[src/sv/gpu_integer_alu_with_carry_defines.svh]
// assertion macros for the integer alu with carry
`ifndef GPU_INTEGER_ALU_WITH_CARRY_DEFINES_SVH
`define GPU_INTEGER_ALU_WITH_CARRY_DEFINES_SVH

// same-cycle implication, checked outside reset
`define GIA_ASSERT_NOW(label, clk, rst_n, ante, cons, msg) \
	label: assert property (@(posedge clk) disable iff (!rst_n) (ante) |-> (cons)) \
		else $error(msg);

// next-cycle implication, checked outside reset
`define GIA_ASSERT_NEXT(label, clk, rst_n, ante, cons, msg) \
	label: assert property (@(posedge clk) disable iff (!rst_n) (ante) |=> (cons)) \
		else $error(msg);

`endif

[src/sv/gia_pkg.sv]
// shared types and constants for the integer alu with carry
`timescale 1ns / 1ps

package gia_pkg;

	localparam int unsigned WORD_W  = 32;
	localparam int unsigned WIDE_W  = 64;
	localparam int unsigned FUNC_W  = 4;
	localparam int unsigned SHAMT_W = 5;
	localparam int unsigned BYTE_W  = 8;
	localparam int unsigned NIB_W   = 4;
	localparam int unsigned LANES   = WORD_W / BYTE_W;

	typedef enum logic [FUNC_W-1:0] {
		FN_MULWIDE     = 4'd0,
		FN_MADWIDE_CC  = 4'd1,
		FN_MADWIDEC    = 4'd2,
		FN_ADD_CC      = 4'd3,
		FN_ADDC_CC     = 4'd4,
		FN_ADDC        = 4'd5,
		FN_SUB_CC      = 4'd6,
		FN_SUBC_CC     = 4'd7,
		FN_SUBC        = 4'd8,
		FN_FUNNELSHIFT = 4'd9,
		FN_PERMUTE     = 4'd10
	} func_t;

	typedef struct packed {
		logic [WIDE_W-1:0] result;
		logic              carry_new;
		logic              carry_we;
	} exec_t;

endpackage

[src/sv/gia_if.sv]
// request and response channel interfaces
`timescale 1ns / 1ps

interface gia_req_if;
	logic                          valid;
	logic                          ready;
	logic [gia_pkg::FUNC_W-1:0]    func;
	logic [gia_pkg::WORD_W-1:0]    operand_a;
	logic [gia_pkg::WORD_W-1:0]    operand_b;
	logic [gia_pkg::WIDE_W-1:0]    operand_c;

	modport source (output valid, output func, output operand_a, output operand_b,
		output operand_c, input ready);
	modport sink (input valid, input func, input operand_a, input operand_b,
		input operand_c, output ready);
endinterface

interface gia_rsp_if;
	logic                          valid;
	logic                          ready;
	logic [gia_pkg::WIDE_W-1:0]    result;
	logic                          carry_out;

	modport source (output valid, output result, output carry_out, input ready);
	modport sink (input valid, input result, input carry_out, output ready);
endinterface

[src/sv/gia_permute.sv]
// byte permute of b:a with sign replication
`timescale 1ns / 1ps

module gia_permute (
	input  logic [gia_pkg::WORD_W-1:0]          lo,
	input  logic [gia_pkg::WORD_W-1:0]          hi,
	input  logic [gia_pkg::LANES*gia_pkg::NIB_W-1:0] sel,
	output logic [gia_pkg::WORD_W-1:0]          result
);

	logic [2*gia_pkg::WORD_W-1:0] src;

	assign src = {hi, lo};

	always_comb begin
		logic [gia_pkg::NIB_W-1:0]  nib;
		logic [gia_pkg::BYTE_W-1:0] pick;
		result = '0;
		for (int k = 0; k < gia_pkg::LANES; k++) begin
			nib  = sel[k*gia_pkg::NIB_W +: gia_pkg::NIB_W];
			pick = src[nib[gia_pkg::NIB_W-2:0]*gia_pkg::BYTE_W +: gia_pkg::BYTE_W];
			if (nib[gia_pkg::NIB_W-1]) begin
				result[k*gia_pkg::BYTE_W +: gia_pkg::BYTE_W] =
					{gia_pkg::BYTE_W{pick[gia_pkg::BYTE_W-1]}};
			end else begin
				result[k*gia_pkg::BYTE_W +: gia_pkg::BYTE_W] = pick;
			end
		end
	end

endmodule

[src/sv/gia_exec.sv]
// single-pass execute logic: multiply, add/sub with carry, funnel shift, permute
`timescale 1ns / 1ps

module gia_exec (
	input  logic [gia_pkg::FUNC_W-1:0] func,
	input  logic [gia_pkg::WORD_W-1:0] operand_a,
	input  logic [gia_pkg::WORD_W-1:0] operand_b,
	input  logic [gia_pkg::WIDE_W-1:0] operand_c,
	input  logic                       carry_in,
	output gia_pkg::exec_t             ex
);

	gia_pkg::func_t                op;
	logic [gia_pkg::WIDE_W-1:0]    prod;
	logic                          mad_cin;
	logic [gia_pkg::WIDE_W:0]      mad_sum;
	logic                          is_sub;
	logic                          add_cin;
	logic [gia_pkg::WORD_W-1:0]    b_sel;
	logic [gia_pkg::WORD_W:0]      add_sum;
	logic [gia_pkg::SHAMT_W-1:0]   shamt;
	logic [2*gia_pkg::WORD_W-1:0]  shifted;
	logic [gia_pkg::WORD_W-1:0]    perm;

	assign op = gia_pkg::func_t'(func);

	assign prod    = {{gia_pkg::WORD_W{1'b0}}, operand_a} * {{gia_pkg::WORD_W{1'b0}}, operand_b};
	assign mad_cin = (op == gia_pkg::FN_MADWIDEC) ? carry_in : 1'b0;
	assign mad_sum = {1'b0, prod} + {1'b0, operand_c} + {{gia_pkg::WIDE_W{1'b0}}, mad_cin};

	// flag means no borrow for subtraction
	assign is_sub = (op == gia_pkg::FN_SUB_CC) || (op == gia_pkg::FN_SUBC_CC) ||
		(op == gia_pkg::FN_SUBC);
	assign b_sel  = is_sub ? ~operand_b : operand_b;

	always_comb begin
		case (op)
			gia_pkg::FN_ADD_CC: add_cin = 1'b0;
			gia_pkg::FN_SUB_CC: add_cin = 1'b1;
			default:            add_cin = carry_in;
		endcase
	end

	assign add_sum = {1'b0, operand_a} + {1'b0, b_sel} + {{gia_pkg::WORD_W{1'b0}}, add_cin};

	assign shamt   = operand_c[gia_pkg::SHAMT_W-1:0];
	assign shifted = {operand_b, operand_a} << shamt;

	gia_permute u_permute (
		.lo     (operand_a),
		.hi     (operand_b),
		.sel    (operand_c[gia_pkg::LANES*gia_pkg::NIB_W-1:0]),
		.result (perm)
	);

	always_comb begin
		ex.result    = '0;
		ex.carry_new = add_sum[gia_pkg::WORD_W];
		ex.carry_we  = 1'b0;
		case (op)
			gia_pkg::FN_MULWIDE: begin
				ex.result = prod;
			end
			gia_pkg::FN_MADWIDE_CC: begin
				ex.result    = mad_sum[gia_pkg::WIDE_W-1:0];
				ex.carry_new = mad_sum[gia_pkg::WIDE_W];
				ex.carry_we  = 1'b1;
			end
			gia_pkg::FN_MADWIDEC: begin
				ex.result = mad_sum[gia_pkg::WIDE_W-1:0];
			end
			gia_pkg::FN_ADD_CC, gia_pkg::FN_ADDC_CC,
			gia_pkg::FN_SUB_CC, gia_pkg::FN_SUBC_CC: begin
				ex.result   = {{gia_pkg::WORD_W{1'b0}}, add_sum[gia_pkg::WORD_W-1:0]};
				ex.carry_we = 1'b1;
			end
			gia_pkg::FN_ADDC, gia_pkg::FN_SUBC: begin
				ex.result = {{gia_pkg::WORD_W{1'b0}}, add_sum[gia_pkg::WORD_W-1:0]};
			end
			gia_pkg::FN_FUNNELSHIFT: begin
				ex.result = {{gia_pkg::WORD_W{1'b0}},
					shifted[2*gia_pkg::WORD_W-1:gia_pkg::WORD_W]};
			end
			gia_pkg::FN_PERMUTE: begin
				ex.result = {{gia_pkg::WORD_W{1'b0}}, perm};
			end
			default: begin
				ex.result = '0;
			end
		endcase
	end

endmodule

[src/sv/gpu_integer_alu_with_carry.sv]
// Integer ALU with a stored carry flag.
// Requests arrive on req (func, operand_a, operand_b, operand_c) and are taken
// at a clock edge where req.valid and req.ready are both high. Each request
// gives exactly one response on rsp (result, carry_out), in request order.
// The request goes into an input register; the execute logic (32x32 multiply
// with 64-bit add, 32-bit add/sub with carry, funnel shift, byte permute)
// sits between that register and the response register.
// The request passes the input register and then the response register before
// rsp.valid rises. Throughput: one request per cycle while rsp.ready is high;
// the carry flag is written as a request leaves the input register, so the
// next request sees it at once. carry_out is the flag after the operation;
// only the _cc opcodes change it, unused opcodes return zero and keep it.
// When rsp.ready is low the response register holds, the input register
// fills behind it and then req.ready drops; nothing is lost or duplicated.
// Reset clears both stage valids and the carry flag to zero.
`timescale 1ns / 1ps
`include "gpu_integer_alu_with_carry_defines.svh"

module gpu_integer_alu_with_carry (
	input  logic     clk,
	input  logic     arst_n,
	gia_req_if.sink  req,
	gia_rsp_if.source rsp
);

	logic                          valid_s1;
	logic [gia_pkg::FUNC_W-1:0]    func_s1;
	logic [gia_pkg::WORD_W-1:0]    a_s1;
	logic [gia_pkg::WORD_W-1:0]    b_s1;
	logic [gia_pkg::WIDE_W-1:0]    c_s1;
	logic                          valid_s2;
	logic [gia_pkg::WIDE_W-1:0]    result_s2;
	logic                          carry_s2;
	logic                          carry_q;
	logic                          adv;
	logic                          take;
	logic                          carry_after;
	gia_pkg::exec_t                ex;

	assign adv       = valid_s1 && (!valid_s2 || rsp.ready);
	assign req.ready = !valid_s1 || adv;
	assign take      = req.valid && req.ready;

	gia_exec u_exec (
		.func      (func_s1),
		.operand_a (a_s1),
		.operand_b (b_s1),
		.operand_c (c_s1),
		.carry_in  (carry_q),
		.ex        (ex)
	);

	assign carry_after = ex.carry_we ? ex.carry_new : carry_q;

	// control state
	always_ff @(posedge clk or negedge arst_n) begin
		if (!arst_n) begin
			valid_s1 <= 1'b0;
			valid_s2 <= 1'b0;
			carry_q  <= 1'b0;
		end else begin
			if (take) begin
				valid_s1 <= 1'b1;
			end else if (adv) begin
				valid_s1 <= 1'b0;
			end
			if (adv) begin
				valid_s2 <= 1'b1;
				carry_q  <= carry_after;
			end else if (rsp.ready) begin
				valid_s2 <= 1'b0;
			end
		end
	end

	// payload
	always_ff @(posedge clk) begin
		if (take) begin
			func_s1 <= req.func;
			a_s1    <= req.operand_a;
			b_s1    <= req.operand_b;
			c_s1    <= req.operand_c;
		end
		if (adv) begin
			result_s2 <= ex.result;
			carry_s2  <= carry_after;
		end
	end

	assign rsp.valid     = valid_s2;
	assign rsp.result    = result_s2;
	assign rsp.carry_out = carry_s2;

	`GIA_ASSERT_NEXT(a_flag_hold, clk, arst_n, !adv, $stable(carry_q), "carry flag moved without an advance")
	`GIA_ASSERT_NOW(a_flag_match, clk, arst_n, valid_s2, carry_s2 == carry_q, "response carry differs from flag")
	`GIA_ASSERT_NEXT(a_s1_fill, clk, arst_n, take, valid_s1, "taken request missing from input register")

endmodule

[src/flat_wrapper.sv]
// flat-port wrapper written by rule: the top's interface ports become plain ports
module gpu_integer_alu_with_carry_flat 
  (clk, arst_n, req_valid, req_func, req_operand_a, req_operand_b, req_operand_c, req_ready, rsp_valid, rsp_result, rsp_carry_out, rsp_ready);
  gia_req_if req_i ();
  gia_rsp_if rsp_i ();
  input  logic clk;
  input  logic arst_n;
  input wire logic [$bits(req_i.valid)-1:0] req_valid;
  input wire logic [$bits(req_i.func)-1:0] req_func;
  input wire logic [$bits(req_i.operand_a)-1:0] req_operand_a;
  input wire logic [$bits(req_i.operand_b)-1:0] req_operand_b;
  input wire logic [$bits(req_i.operand_c)-1:0] req_operand_c;
  output wire logic [$bits(req_i.ready)-1:0] req_ready;
  output wire logic [$bits(rsp_i.valid)-1:0] rsp_valid;
  output wire logic [$bits(rsp_i.result)-1:0] rsp_result;
  output wire logic [$bits(rsp_i.carry_out)-1:0] rsp_carry_out;
  input wire logic [$bits(rsp_i.ready)-1:0] rsp_ready;
  assign req_i.valid = req_valid;
  assign req_i.func = req_func;
  assign req_i.operand_a = req_operand_a;
  assign req_i.operand_b = req_operand_b;
  assign req_i.operand_c = req_operand_c;
  assign req_ready = req_i.ready;
  assign rsp_valid = rsp_i.valid;
  assign rsp_result = rsp_i.result;
  assign rsp_carry_out = rsp_i.carry_out;
  assign rsp_i.ready = rsp_ready;
  gpu_integer_alu_with_carry u_core (.clk(clk), .arst_n(arst_n), .req(req_i), .rsp(rsp_i));
endmodule
[config.mk]
export PLATFORM = sky130hd
export DESIGN_NAME = gpu_integer_alu_with_carry_flat
export DESIGN_NICKNAME = d
export VERILOG_FILES = /design/src/sv/gia_pkg.sv /design/src/sv/gia_if.sv /design/src/sv/gia_permute.sv /design/src/sv/gia_exec.sv /design/src/sv/gpu_integer_alu_with_carry.sv /design/src/flat_wrapper.sv
export VERILOG_INCLUDE_DIRS = /design/src /design/src/sv
export SDC_FILE = /design/constraint.sdc
export NUM_CORES = 2
export LEC_CHECK = 0
export ABC_AREA = 1
export CELL_PAD_IN_SITES_DETAIL_PLACEMENT = 1
export CELL_PAD_IN_SITES_GLOBAL_PLACEMENT = 1
export CORE_MARGIN = 5
export CORE_UTILIZATION = 30
export CTS_CLUSTER_SIZE = 10
export DETAILED_ROUTE_END_ITERATION = 7
export DONT_BUFFER_PORTS = 1
export PLACE_DENSITY = 0.6
export SLEW_MARGIN = 15
export SYNTH_ARGS = -nofsm -noshare
export SYNTH_HDL_FRONTEND = slang
export SYNTH_SLANG_ARGS = --single-unit
[constraint.sdc]
create_clock -name clk -period 7.55 [get_ports clk]
set_clock_uncertainty 0.2 [all_clocks]
set_input_delay 0.3775 -clock clk [delete_from_list [all_inputs] [get_ports clk]]
set_output_delay 0.3775 -clock clk [all_outputs]
set_load 0.01 [all_outputs]
=== Word level (Yosys, flattened, before mapping) ===
Cells that the tools add are included.

* Multiply operators: 1
* $add $sub $neg: 4
* Muxes and demuxes: 15
* Bitwise logic cells: 1
* Equal/unequal tests: 10
* Reductions and logical operators: 14
* Shifts and indexed selects: 5

{| class="wikitable"
|+ Operators with widths
! kind !! number
|-
| $pmux 64 s5 || 1
|-
| $shiftx 64x7->8 || 4
|-
| $add 64x64->65 || 1
|-
| $add 65x1->65 || 1
|-
| $mul 32x32->64 || 1
|-
| $shl 64x5->64 || 1
|-
| $add 32x32->33 || 1
|-
| $add 33x1->33 || 1
|-
| $mux 32 || 1
|-
| $not 32->32 || 1
|-
| $mux 7 || 4
|-
| $eq 4x3->1 const B || 4
|-
| $eq 4x4->1 const B || 3
|-
| $eq 4x2->1 const B || 2
|-
| $mux 1 || 8
|-
| $reduce_or 6->1 || 1
|-
| $reduce_or 5->1 || 1
|-
| $eq 4x1->1 const B || 1
|-
| $logic_not 4->1 || 1
|-
| $logic_or 1x1->1 || 4
|-
| $reduce_bool 2->1 || 2
|-
| $logic_and 1x1->1 || 2
|-
| $logic_not 1->1 || 2
|-
| $pmux 1 s2 || 1
|-
| $reduce_or 2->1 || 1
|}

* Bits of input ports: 136
* Output and inout port bits: 67
* Word-level logic and storage cells: 59
* Flip-flop bits (word level): 200

=== Logic depth before layout (Yosys ltp) ===
* Depth after elaboration: 8
* Depth in mapped cells: 48
* Mapped depth without buffers: 46

=== Cells and area by module ===
Synthesis repeated with hierarchy kept, for this count alone.

* Cells, all modules: 8,622
* Area, all modules: 58,129.5 sq um

{| class="wikitable"
|+ Modules (own cells, without submodules)
! module !! area an instance (sq um) !! cells an instance !! times used !! seq. area each (sq um)
|-
| gia_exec || 49,175.9 || 7,769 || 1 || 0.0
|-
| gpu_integer_alu_with_carry || 6,060.8 || 217 || 1 || 5,990.7
|-
| gia_permute || 2,892.8 || 636 || 1 || 0.0
|}

=== Worst setup path before layout ===
OpenSTA, ideal clock, no wires.

* Path kind: reg2reg
* Start: register u_core.a_s1[30] in the netlist's numbering
* End: register u_core.result_s2 (netlist bit u_core.rsp.result[54]) (data pin)
* Setup slack: -0.559 ns
* Arrival time: 7.656 ns
* Library setup time: 0.253 ns
* Stages on the path, launching flop included: 39
* Required time: 7.097 ns
* Cells stage by stage: edfxtp_1 clkbuf_1 buf_1 nand2_1 fa_1 inv_1 fa_1 fa_1 inv_1 fa_1 inv_1 fa_1 fa_1 fa_1 inv_1 fa_1 inv_1 ha_1 (+3 left out) o21ai_1 inv_1 nand2_1 a21oi_1 nand3_1 and2_1 ha_1 nand2_1 nor2_1 inv_1 nor2_1 nand2_1 nor3_1 nand2_1 nand2_1 nand2_1 nand3_1 nand2_1

{| class="wikitable"
|+ RTL lines
! element !! RTL line !! RTL
|-
| start: declaration || gpu_integer_alu_with_carry.sv:28 || <nowiki>logic [gia_pkg::WORD_W-1:0] a_s1;</nowiki>
|-
| start signal: assignment || gpu_integer_alu_with_carry.sv:80 || <nowiki>a_s1 <= req.operand_a;</nowiki>
|-
| end signal: assignment || gpu_integer_alu_with_carry.sv:85 || <nowiki>result_s2 <= ex.result;</nowiki>
|-
| end: declaration || gpu_integer_alu_with_carry.sv:32 || <nowiki>logic [gia_pkg::WIDE_W-1:0] result_s2;</nowiki>
|}

==> flow_summary.ini <==
[synthesis]
synthXorXnorAreaFrac_pct = 1.08
yosysTopAreaCellShare_pct = 32.0
synth-simple-area-share_pct = 25.7
yosysWarnings = 0
syn_nets = 9475
synthMuxAreaShare_pct = 0.0356
yosysTopAreaCell = fa_1
synth_cell_types = 53
yosys.area_share.adder_pct = 40.2
ys_top_cells_by_count = nand2_1, inv_1, fa_1
synth-compound-area-share_pct = 6.12
synth_area_leaders = fa_1, nand2_1, inv_1, edfxtp_1, ha_1
synthFlopType = edfxtp_1
synth_edf_count = 197
synth_top_family_by_area = adder cells
async_reset_ff_share_pct = 1.50
synthesis.area_sq_um = 56200
avgSynthCellArea_sq_um = 6.96
synth.most_common_cell = nand2_1
synth-seq-cells = 200
ys_seq_area_share_pct = 10.7
synthCells = 8073

[floorplanning]
num_rows = 158
die-area_sq_um = 196000
io_pins = 203
start_util_pct = 30.3
die_h_um = 443
die_w_um = 443
core_area_sq_um = 186000

[run_status]
status = finished with violations
violations = negative setup slack

[setup_path]
start_kind = register
path_max_fanout = 5
rrSetupSlack_ns = -1.25
crit_type = register to register
cpPeakStageDelay_ns = 0.67
cp_slowest_cell = fa_2
worstPathArrival_ns = 8.90
cp_data_required_time_ns = 7.65
cpMostUsedCell = fa_1
end_kind = register

[grt]
antenna_found_initial = 27
grt_pass1_wl_mm = 405
grt_max_degree = 83
grt_pass1_vias = 61700
track_usage_pct = 27.6
grt_overflow = 0

[timing]
fmax_mhz = 114
post-route-min-period_ns = 8.80
worst_slew_pin_slew_ns = 1.01
timing.setup.tns_ns = -54.72
grt_setup_unrepaired = yes
worst_slack_ns = -1.25
relSlewSlack_pct = 32.5
fin_crit_sh_pct = 117
slew_viol_final = 0
hold_viol_final = 0
setup_viol = 56

[clock_tree]
cts_tree = done
cts_sinks = 200
htreeDepth = 4
insertion_delay_ns = 0.57
numCtsBuffers = 17
clk_path_buf_depth = 2
path_clk_slew_ns = 0.11
cts_root_buf = clkbuf_16

[route]
drtPass1Iterations = 6
vias = 56700
finalWirelength_mm = 280
dr.first_iter.drc_count = 3841
wire_per_inst_um = 24.5
viasPerCell = 4.96
drc_errors = 0
ant_nets = 0

[place]
dpl.cell_count = 11000
place_hpwl_mm = 231
dp_slack_ns = -1.87
placed_area_sq_um = 66300
port_buffers = 0
gp_congestion = 1.00

[cells_and_area]
drive_gt1_share_pct = 26.0
multiInputGateArea_sq_um = 47000
final_cells = 11400
fin_area_sq_um = 76000
nets = 10300
syn_to_final_growth_pct = 35.2
fillers = 22700
register_area_sq_um = 5990

[flow_run]
cap_violations = 0

[hold_path]
worstHoldPathType = input port to register
-- worst paths after layout --
check,end,cells past startpoint,startpoint
max,u_core.rsp.result[53],37,u_core.a_s1[13]
min,u_core.c_s1[41],1,req_operand_c[41]
max reg2reg,u_core.rsp.result[53],37,u_core.a_s1[13]
min reg2reg,u_core.carry_q,2,u_core.carry_q
max in group asynchronous,u_core.carry_q,2,arst_n
min in group asynchronous,u_core.rsp.valid,2,arst_n
-- cell type report --
| type | count | share of cell area [%] |
|---|---|---|
| diodes | 19 | 0.0626 |
| multi-input cells | 5488 | 61.9 |
| well taps | 2480 | 4.08 |
| inverters | 2016 | 10.1 |
| repair buffers | 1205 | 15.3 |
| flip-flops and latches | 200 | 7.88 |
| clock buffers | 17 | 0.560 |
| clock inverters | 13 | 0.151 |
-- state kept, by name (all words and copies together) (netlist names) --
name	flops
u_core.c_s1	64
u_core.func_s1	4
u_core.rsp.carry_out	1
u_core.rsp.result	64
u_core.b_s1	32
u_core.a_s1	32
u_core.valid_s1	1
u_core.carry_q	1
u_core.rsp.valid	1
-- repair_timing --
action	in CTS	in global routing
gates cloned	3	5
hold buffers	136	0
buffers inserted	135	108
endpoints found under the hold margin	138	0
resized for setup	800	695
setup endpoints to repair	56	57
pin swaps	231	377
-- per-stage QoR --
step                utilization, %  hold slack (ns)
finish                        40.9            0.231
detailed placement            35.7           -0.118
CTS                           39.0            0.181
global route                  40.9            0.221
global placement              35.7           -0.118
floorplan                        -           -0.118
-- critical path, delay by kind of cell, from the launching register on --
family,cells,cell delay (ns)
buffers and inverters,10,1.14
and+or+nand+nor,13,1.30
xor gates and xnor gates,1,0.23
DFF,1,0.46
adders and majority gates,10,4.75
AOI/OAI and AO/OA,3,0.43
-- layout by cell type, fill, tap and decap left out, types with 175 or more instances in the layout --
cell | synthesis | routed
nand2_1 | 2505 | 2157
inv_1 | 2000 | 1819
buf_4 | 9 | 805
fa_1 | 900 | 798
nand3_1 | 534 | 467
ha_1 | 366 | 258
nand2_2 | 12 | 245
edfxtp_1 | 197 | 197
a21oi_1 | 303 | 193
nor2_1 | 299 | 175
-- layer usage --
| metal | track usage, % | wire [um] | up-vias |
|---|---|---|---|
| met3 | 3.73 | 16300 | 466 |
| met5 | 0 | 22 | - |
| met4 | 11.8 | 14500 | 4 |
| met2 | 46.8 | 133000 | 1692 |
| met1 | 35.3 | 116000 | 28900 |
| li1 | - | - | 25600 |
-- logic make-up after synthesis --
logic type / count (synthesis)
AOI/OAI and AO/OA: 625
xor gates and xnor gates: 66
adders and majority gates: 1266
buffers and inverters: 2385
DFF: 200
muxes: 2
and+or+nand+nor: 3529
Power is left out: the tool's default activity adds up to more than one toggle a clock period on the data nets, which glitch-free logic cannot reach.
